**src/design/assert_macros.svh**
```systemverilog
// ----------------------------------------------------------------------------
// assert_macros.svh
// Assertion macros shared by the ordered list design.
// ----------------------------------------------------------------------------
`ifndef ASSERT_MACROS_SVH
`define ASSERT_MACROS_SVH

// Same-cycle implication, disabled while in reset.
`define ASSERT_IMPLIES(label, clk, rst, ante, cons) \
  label: assert property (@(posedge clk) disable iff (rst) (ante) |-> (cons)) \
    else $error("assertion failed: implication");

// Next-cycle implication, disabled while in reset.
`define ASSERT_NEXT(label, clk, rst, ante, cons) \
  label: assert property (@(posedge clk) disable iff (rst) (ante) |=> (cons)) \
    else $error("assertion failed: next-cycle implication");

`endif

```
**src/design/oale_pkg.sv**
```systemverilog
// ----------------------------------------------------------------------------
// oale_pkg
// Types and constants for the ordered list engine.
// ----------------------------------------------------------------------------
`timescale 1ns / 1ps

package oale_pkg;

  localparam int CAPACITY   = 64;
  localparam int VALUE_BITS = 32;
  localparam int IN_W       = 32;
  localparam int POS_W      = $clog2(CAPACITY + 1);
  localparam int IDX_W      = $clog2(CAPACITY);

  typedef enum logic [2:0] {
    OP_CLEAR  = 3'd0,
    OP_INSERT = 3'd1,
    OP_REMOVE = 3'd2,
    OP_SEARCH = 3'd3,
    OP_READ   = 3'd4
  } op_t;

  typedef enum logic [1:0] {
    ST_OK      = 2'd0,
    ST_RANGE   = 2'd1,
    ST_FULL    = 2'd2,
    ST_MISSING = 2'd3
  } status_t;

  typedef enum logic [1:0] {
    S_IDLE,
    S_EXEC,
    S_RESOLVE
  } state_t;

  // Broadcast to every cell during the execute cycle.
  typedef struct packed {
    logic                  ins_en;
    logic                  rem_en;
    logic                  search;
    logic                  read;
    logic [POS_W-1:0]      pos;
    logic [POS_W-1:0]      count;
    logic [VALUE_BITS-1:0] key;
  } cell_ctrl_t;

  // Reduced answer from the cell row.
  typedef struct packed {
    logic                  any_hit;
    logic [IDX_W-1:0]      first_idx;
    logic [VALUE_BITS-1:0] data;
  } collect_t;

endpackage

```
**src/design/oale_cell.sv**
```systemverilog
// ----------------------------------------------------------------------------
// oale_cell
// One list slot: holds an entry, shifts with its neighbors, flags a hit.
// ----------------------------------------------------------------------------
`timescale 1ns / 1ps

module oale_cell import oale_pkg::*; (
  input  logic                  clk,
  input  logic                  rst,
  input  logic [POS_W-1:0]      index,
  input  cell_ctrl_t            ctrl,
  input  logic [VALUE_BITS-1:0] left_value,
  input  logic [VALUE_BITS-1:0] right_value,
  output logic [VALUE_BITS-1:0] entry,
  output logic                  hit
);

  logic [VALUE_BITS-1:0] entry_next;
  logic                  hit_next;

  always_comb begin
    entry_next = entry;
    if (ctrl.ins_en && (index > ctrl.pos)) begin
      entry_next = left_value;
    end else if (ctrl.ins_en && (index == ctrl.pos)) begin
      entry_next = ctrl.key;
    end else if (ctrl.rem_en && (index >= ctrl.pos)) begin
      entry_next = right_value;
    end
    hit_next = (index < ctrl.count) &&
               ((ctrl.search && (entry == ctrl.key)) ||
                (ctrl.read && (index == ctrl.pos)));
  end

  always_ff @(posedge clk) begin
    entry <= entry_next;
  end

  always_ff @(posedge clk) begin
    if (rst) begin
      hit <= 1'b0;
    end else begin
      hit <= hit_next;
    end
  end

endmodule

```
**config.mk**
```make
export PLATFORM = sky130hd
export DESIGN_NAME = oale_cell
export DESIGN_NICKNAME = d
export VERILOG_FILES = /design/src/design/assert_macros.svh /design/src/design/oale_pkg.sv /design/src/design/oale_cell.sv
export SDC_FILE = /design/constraint.sdc
export NUM_CORES = 1
export LEC_CHECK = 0
export BUFFER_PORTS_ARGS = -buffer_cell sky130_fd_sc_hd__buf_2
export CORE_AREA = 10 10 129 102
export DETAILED_ROUTE_END_ITERATION = 12
export DIE_AREA = 0 0 139 112
export PLACE_DENSITY_LB_ADDON = 0.15
export SETUP_SLACK_MARGIN = 0.3
export SYNTH_ARGS = -nofsm -noshare
export SYNTH_HDL_FRONTEND = slang
export SYNTH_SLANG_ARGS = --single-unit
```
**constraint.sdc**
```tcl
create_clock -name clk -period 6.4 [get_ports clk]
set_clock_uncertainty 0.1 [all_clocks]
set_input_delay 0.64 -clock clk [delete_from_list [all_inputs] [get_ports clk]]
set_output_delay 0.64 -clock clk [all_outputs]
set_load 0.01 [all_outputs]
```
Yosys cells after proc, flatten, opt, wreduce, memory -nomap -nowiden:

Cells that the tools add are included.

* output and inout port bits: 33
* input bits: 123
* bits in registers: 33

* eq/ne operators: 2
* reductions and logical operators: 8
* $lt $le $gt $ge: 3
* muxes and demuxes: 3

Operators by type and width (count)
* $mux 32: 3
* $eq 32x32->1: 1
* $eq 7x7->1: 1
* $ge 7x7->1: 1
* $gt 7x7->1: 1
* $lt 7x7->1: 1
* $logic_and 1x1->1: 6
* $reduce_bool 3->1: 1
* $logic_or 1x1->1: 1

Depth between registers and ports, before layout:

Gate-level depths: netlist (run 1).

* depth after elaboration: 5
* gate-level depth with buffers: 8
* depth with buffers taken out: 7

Worst setup path after synthesis (run 1):

Ideal clock, no wire load.

* path kind: input-to-reg
* start point: input ctrl[40] (netlist name)
* end point: register entry[0] (enable)
* path buffers: 0
* path slack: 3813 ps
* stages on the path: 5
* arrival time: 2096 ps
* data required time: 5909 ps
* library setup time: 391 ps
* cells stage by stage: inv_1 > ha_1 > nand3_1 > a31oi_1 > o22a_1

* longest elaborated chain between the ends: 3
* elaborated cells on any way between the ends: 7
* those cells by class: order compare: 2; eq/ne: 1; reduce/logical: 4

Ends and longest elaborated chain
* start: declaration: RTL line oale_cell.sv:11 `input cell_ctrl_t ctrl,`
* $gt 7x7->1 (tied with other cells): RTL line oale_cell.sv:23 `if (ctrl.ins_en && (index > ctrl.pos)) begin`
* $logic_and 1x1->1, on equally long branches: RTL line oale_cell.sv:23, oale_cell.sv:27, oale_cell.sv:25
* $reduce_bool 3->1 (no line) *
* end signal: assignment: RTL line oale_cell.sv:36 `entry <= entry_next;`
* end: declaration: RTL line oale_cell.sv:14 `output logic [VALUE_BITS-1:0] entry,`

Every way passes the cells marked *; elsewhere a longest branch is shown, timed or not.
A chain may end at the register's enable or synchronous reset.

Worst setup path in the final report (run 1):

* start point: input index[1]
* end point: register entry[5] (data pin)

* longest elaborated chain between the ends: 4
* elaborated cells on any way between the ends: 6
* those cells by class: order compare: 1; eq/ne: 1; mux: 2; reduce/logical: 2

Ends and longest elaborated chain
* start: declaration: RTL line oale_cell.sv:10 `input logic [POS_W-1:0] index,`
* branches (longest 3 deep; another with $gt 7x7->1)
* $mux 32 *: RTL line oale_cell.sv:23
* via entry_next[5]: RTL line oale_cell.sv:18 `logic [VALUE_BITS-1:0] entry_next;`

Mark *: on every way through the listed nets, which the timed path passes.

==> results_dict.tcl, run 1 <==
set metrics [dict create \
    outcome "complete, no violations" \
    cts_setup_buffers 0 \
    fin_crit_sh_pct 43.5 \
    pre_cts_slack_ns 3.25 \
    wirelength_mm 8.05 \
    syn-mean-instance-area_um2 13.2 \
    syn_nets 333 \
    hp-class "input port to flop" \
    critPathLaunch "index[1]" \
    synth.cell_area_mm2 0.00261 \
    finalHoldViolations 0 \
    grt_antenna_before_repair 1 \
    rr_endpoint "hit" \
    io_buffer_count 155 \
    vias 2054 \
    cap_violations 0 \
    dpl_cell_area_mm2 0.00352 \
    fin_nets 490 \
    drt_iter0_drc 39 \
    cts_made_buffers 5 \
    cp-start-kind "input port" \
    rsz0062_at_grt "false" \
    final-setup-viol-count 0 \
    clockBufferDepth 2 \
    cp.required_ns 6.32 \
    fin_setup_tns_ns 0 \
    cts-hold-fix-buffers 0 \
    ys_ff_latch 33 \
    grt_start_max_net_pins 33 \
    leakagePower_nw 1.75 \
    cpPeakStageDelay_ns 0.48 \
    die_h_um 112 \
    ys_seq_area_share_pct 37.6 \
    placed_cells 487 \
    first_global_vias 2385 \
    worstMarginPinSlew_ns 0.779 \
    p_total_mw 0.781 \
    ant_nets 0 \
    critPathBufInv 2 \
    max_freq_ghz 0.359 \
    cts_tree "built" \
    path_clk_slew_ns 0.06 \
    final_layout_size_suffix_gt1_share_pct 65.5 \
    clk-insertion-delay-late_ns 0.27 \
    firstDrtPassIters 4 \
    crit_cells 8 \
    netlist_instances 197 \
    crit_type "input port to flop" \
    grt_overflow 0 \
    design_area_mm2 0.00368 \
    via_per_inst 4.15 \
    path_max_fanout 19 \
    synthDistinctLibCells 29 \
    slew_viol_final 0 \
    crit_chain "buf_2 > ha_1 > nor2b_1 > o21ai_1 > a21oi_1 > o221ai_4 > buf_4 > mux2_2" \
    relSlewSlack_pct 48.0 \
    fp.dieArea_mm2 0.0156 \
    arrival_ns 2.71 \
    critPathCaptureType "flop" \
    num_rows 33 \
    cts_max_level 2 \
    reg2reg_slack_ns 4.49 \
    endpoint "entry[5]" \
    cpMaxStageDelayCell "o221ai_4" \
    hold_ws_ns 0.436 \
    worst_slack_ns 3.61 \
    cts.sinks 33 \
    gp_congestion 0.774 \
    fin_util_pct 34.6 \
    start_util_pct 24.5 \
    yosysWarnings 0 \
    ir_worst_vdd_mv 0.0876 \
    period_needed_ns 2.79 \
    fp.dieW_um 139 \
    globalRouteTotalUtil_pct 9.90 \
    ios 156 \
    core_mm2 0.0107 \
    n_fill_cell 1086 \
    cpLargestDelayFamily "compound AO/OA/AOI/OAI gates" \
    fin_cells 495 \
    drcViolationCount 0 \
    r2r_cells 5 \
    cellPowerDensity_mw_per_mm2 212 \
    ctsResizeCount 0 \
    rr_startpoint "entry[30]" \
    area_growth_pct 41.3 \
    wl_per_cell_um 16.3 \
    hpwlAfterDp_mm 6.70 \
    grt_pass1_wl_mm 12.6 \
    cts-root-buf "clkbuf_16" \
]
## worst min-delay path by stage
| stage | from | slack [ns] | depth (start not counted) | to |
|---|---|---|---|---|
| after floorplan | rst | 0.62 | 1 | hit |
| after global placement | rst | 0.73 | 2 | hit |
| after detailed placement | rst | 0.71 | 2 | hit |
| after CTS | rst | 0.43 | 2 | hit |
| after global routing | rst | 0.44 | 2 | hit |
| final | rst | 0.44 | 2 | hit |
## state kept, by name, summed over array words and instances (netlist names)
signal and cells:
entry 32, hit 1
## synth_stat cells
cell type | n | area (um2)
nor4_1 | 3 | 18.8
a31oi_1 | 1 | 6.26
o22a_1 | 1 | 8.76
o21ai_1 | 2 | 10.0
a32oi_1 | 1 | 8.76
o21ai_0 | 2 | 10.0
nand4_1 | 7 | 43.8
nor3_1 | 1 | 5.00
a21oi_1 | 5 | 25.0
nand2_1 | 1 | 3.75
nand4_4 | 1 | 21.3
nand2_4 | 1 | 11.3
a21o_1 | 1 | 7.51
nand3_1 | 2 | 10.0
mux2_4 | 30 | 450
dfxtp_1 | 1 | 20.0
nand2b_1 | 1 | 6.26
inv_1 | 14 | 52.6
ha_1 | 13 | 163
xnor2_1 | 28 | 245
edfxtp_1 | 32 | 961
xor2_1 | 4 | 35.0
buf_4 | 3 | 22.5
nor2b_1 | 2 | 12.5
and3_1 | 1 | 6.26
mux2_2 | 34 | 383
o221ai_2 | 1 | 15.0
nor2_4 | 1 | 11.3
buf_6 | 3 | 33.8
## layout by cell type (no fill, tap or decap), drive strengths merged
| cell type | Yosys | routed |
|---|---|---|
| a21o | 1 | 1 |
| a21oi | 5 | 5 |
| a31oi | 1 | 1 |
| a32oi | 1 | 1 |
| and3 | 1 | 1 |
| buf | 6 | 156 |
| bufinv | 0 | 1 |
| clkbuf | 0 | 5 |
| clkinv | 0 | 1 |
| dfxtp | 1 | 1 |
| diode | 0 | 1 |
| edfxtp | 32 | 32 |
| ha | 13 | 13 |
| inv | 14 | 14 |
| mux2 | 64 | 64 |
| nand2 | 2 | 2 |
| nand2b | 1 | 1 |
| nand3 | 2 | 2 |
| nand4 | 8 | 8 |
| nor2 | 1 | 1 |
| nor2b | 2 | 2 |
| nor3 | 1 | 1 |
| nor4 | 3 | 3 |
| o21ai | 4 | 4 |
| o221ai | 1 | 1 |
| o22a | 1 | 1 |
| xnor2 | 28 | 28 |
| xor2 | 4 | 4 |
## final cells by class
cell class	instances	area, um2	share of cell area [%]
Antenna cell	1	2.50	0.0679
Inverter	14	52.6	1.43
Sequential cell	33	981	26.6
Tap cell	140	175	4.75
Multi-Input combinational cell	144	1530	41.5
Clock buffer	5	125	3.40
Timing Repair Buffer	156	783	21.3
Clock inverter	2	35.0	0.951
## cells by family (layout without fill, tap and decap cells)
logic type | Yosys count | after routing | synth area share [%]
AND/OR/NAND/NOR | 21 | 21 | 5.76
AO/OA/AOI/OAI | 14 | 14 | 3.50
XOR/XNOR | 32 | 32 | 10.7
flip-flops | 33 | 33 | 37.6
other | 0 | 1 | 0
multiplexers | 64 | 64 | 32.0
buffers and inverters | 20 | 177 | 4.17
adder cells (fa/ha/maj) | 13 | 13 | 6.24
## layer usage
| metal | track usage (%) | share of wire [%] |
|---|---|---|
| met4 | 2.08 | 0.56 |
| met5 | 0 | 0 |
| met3 | 5.61 | 12 |
| met2 | 14.6 | 41 |
| met1 | 12.3 | 46 |
## power breakdown
group	internal, mW	total [mW]	switching, mW
clock	0.181	0.265	0.0849
combinational	0.116	0.213	0.0967
sequential	0.280	0.302	0.0222
total	0.577	0.781	0.204
Power figures use the tool's default switching activity.
==> run 2, diff against run 1 <==
- ABC_AREA: default -> 1
- CORE_AREA: 10 10 129 102 -> 10 10 137 108
- DIE_AREA: 0 0 139 112 -> 0 0 147 118
- clock period: 6.4 -> 2.8 ns (I/O delays scaled with it)
==> run 2 against run 1 <==
Compared with the run above:
- final cell count up 45%
- non-clock buffer count up 3
- worst setup slack worse by 2.8 ns
- power up 130%
- critical path depth up 1
- sequential power up 130%
- largest power group unchanged
==> results_dict.tcl, run 2 <==
set metrics [dict create \
    worstMarginPinSlew_ns 0.513 \
    clockBufferDepth 2 \
    wl_per_cell_um 14.2 \
    ios 156 \
    core_mm2 0.0120 \
    yosysMostFrequentCell "nand2_1" \
    io_buffer_count 155 \
    final_common_cell "buf_2" \
    ctsResizeCount 0 \
    num_rows 35 \
    gp_congestion 0.788 \
    max_freq_ghz 0.500 \
    syn-mean-instance-area_um2 7.40 \
    synthTopCellsByCount "nand2_1 (138), inv_1 (72), nand3_1 (36), edfxtp_1 (32), o21ai_2 (18)" \
    multi_input_comb_area_mm2 0.00159 \
    largest_register_ff_count 32 \
    wirelength_mm 10.2 \
    cts_tree "built" \
    cts_made_buffers 5 \
    via_per_inst 4.15 \
    clk-insertion-delay-late_ns 0.27 \
    synthFlopType "edfxtp_1" \
    synth_edf_count 32 \
    leakagePower_nw 2.23 \
    crit_type "input port to flop" \
    final-setup-viol-count 0 \
    n_fill_cell 1347 \
    cp-start-kind "input port" \
    ys_seq_area_share_pct 33.1 \
    yosys.area.top_type_share_pct 32.4 \
    globalRouteTotalUtil_pct 11.5 \
    cts_setup_buffers 0 \
    fin_nets 688 \
    reg2reg_slack_ns 1.28 \
    drcViolationCount 0 \
    slew_viol_final 0 \
    area_growth_pct 34.4 \
    syn_nets 537 \
    cts-hold-fix-buffers 0 \
    start_util_pct 24.6 \
    relSlewSlack_pct 65.7 \
    synthDistinctLibCells 29 \
    hp-class "input port to flop" \
    yosysWarnings 0 \
    vias 2987 \
    synth_top_area_cell "edfxtp_1" \
    synth.cell_area_mm2 0.00297 \
    finalHoldViolations 0 \
    fp.dieW_um 147 \
    period_needed_ns 2.00 \
    critPathCaptureType "flop" \
    hpwlAfterDp_mm 8.42 \
    path_clk_slew_ns 0.05 \
    grt_antenna_before_repair 0 \
    first_global_vias 3282 \
    cellPowerDensity_mw_per_mm2 447 \
    firstDrtPassIters 4 \
    largestRegisters "entry x32, hit x1" \
    cts.sinks 33 \
    yosys-top-cells-area "edfxtp_1 (32%), nand2_1 (17%), inv_1 (9.1%)" \
    netlist_instances 401 \
    fp.dieArea_mm2 0.0173 \
    ir_worst_vdd_mv 0.201 \
    top_register "entry" \
    seq_area_um2 981 \
    grt_overflow 0 \
    final_layout_size_suffix_gt1_share_pct 38.4 \
    drt_iter0_drc 117 \
    grt_pass1_wl_mm 16.6 \
    ys_async_sr_fraction_pct 0 \
    cap_violations 0 \
    grt_start_max_net_pins 65 \
    cp.required_ns 2.72 \
    ys_ff_latch 33 \
    outcome "complete, no violations" \
    path_max_fanout 32 \
    die_h_um 118 \
    cts-root-buf "clkbuf_16" \
    cts_max_level 2 \
    fin_setup_tns_ns 0 \
    fin_crit_sh_pct 71.4 \
    fin_util_pct 33.1 \
    layout_common_cells "buf_2 (155), nand2_1 (138), inv_1 (72)" \
    arrival_ns 1.92 \
    rsz0062_at_grt "false" \
    ant_nets 0 \
]
==> run 2: cell types whose count changed after synthesis, sizes merged, moves of 6 or more <==
cell,change
nand3,+34
inv,+58
nand2,+147
nor2,+17
o21ai,+23
o211ai,+15
buf,+6
nand4,-7
mux2,-64
xnor2,-25
==> run 2: worst max-delay path, cell delays in order <==
cell and delay (ns):
buf_2 0.11, ha_1 0.29, nand2_1 0.07, o21ai_0 0.20, nand2_1 0.12, o211ai_4 0.21
nand2_4 0.38, nand2_1 0.17, nand2_1 0.07
==> run 2: metrics by stage <==
stage	hold WS (ns)	power, mW	worst slack (ns)	cells	cell area, um2
2_1_floorplan	0.326	1.03	0.541	401	2970
3_3_place_gp	0.461	1.29	0.567	711	3850
3_5_place_dp	0.458	1.29	0.504	711	3850
4_1_cts	0.169	1.82	0.814	718	3990
5_1_grt	0.189	1.92	0.631	718	3990
6_report	0.172	1.78	0.801	719	3990
==> run 2: cell families (layout without fill, tap and decap cells) <==
group / after synthesis / count (layout) / synth area share (%)
AND/OR/NAND/NOR: 206 / 206 / 29.9
buffers and inverters: 87 / 238 / 13.7
AO/OA/AOI/OAI: 54 / 54 / 15.5
flip-flops: 33 / 33 / 33.1
adder cells (fa/ha/maj): 13 / 13 / 5.48
XOR/XNOR: 8 / 8 / 2.36
other: 0 / 1 / 0
==> run 2: power by group <==
group	total [mW]	internal [mW]	switching [mW]
registers	0.704	0.645	0.0586
logic	0.566	0.238	0.328
clock network	0.512	0.321	0.191
total	1.78	1.21	0.577
==> run 2: cell type report <==
| class | count | area share, % |
|---|---|---|
| antenna | 1 | 0.0627 |
| clock inverter | 1 | 0.0941 |
| inverter | 72 | 6.77 |
| sequential | 33 | 24.6 |
| tap | 166 | 5.21 |
| timing repair buffer | 159 | 20.2 |
| clock buffer | 6 | 3.23 |
| multi-input combinational | 281 | 39.9 |
==> run 2: per-layer routing <==
layer / vias to the layer above / track usage (%) / wire length (um)
li1: 1585 / - / -
met1: 1301 / 15.1 / 5000
met2: 99 / 18.3 / 4420
met3: 2 / 4.07 / 776
met4: 0 / 1.42 / 24
met5: - / 0 / 0
==> run 2: final timing paths <==
kind         startpoint   endpoint  cells after the start
max reg2reg   entry[16]        hit                      6
min reg2reg    entry[4]        hit                      5
min            ctrl[46]        hit                      3
max            index[2]  entry[29]                      9
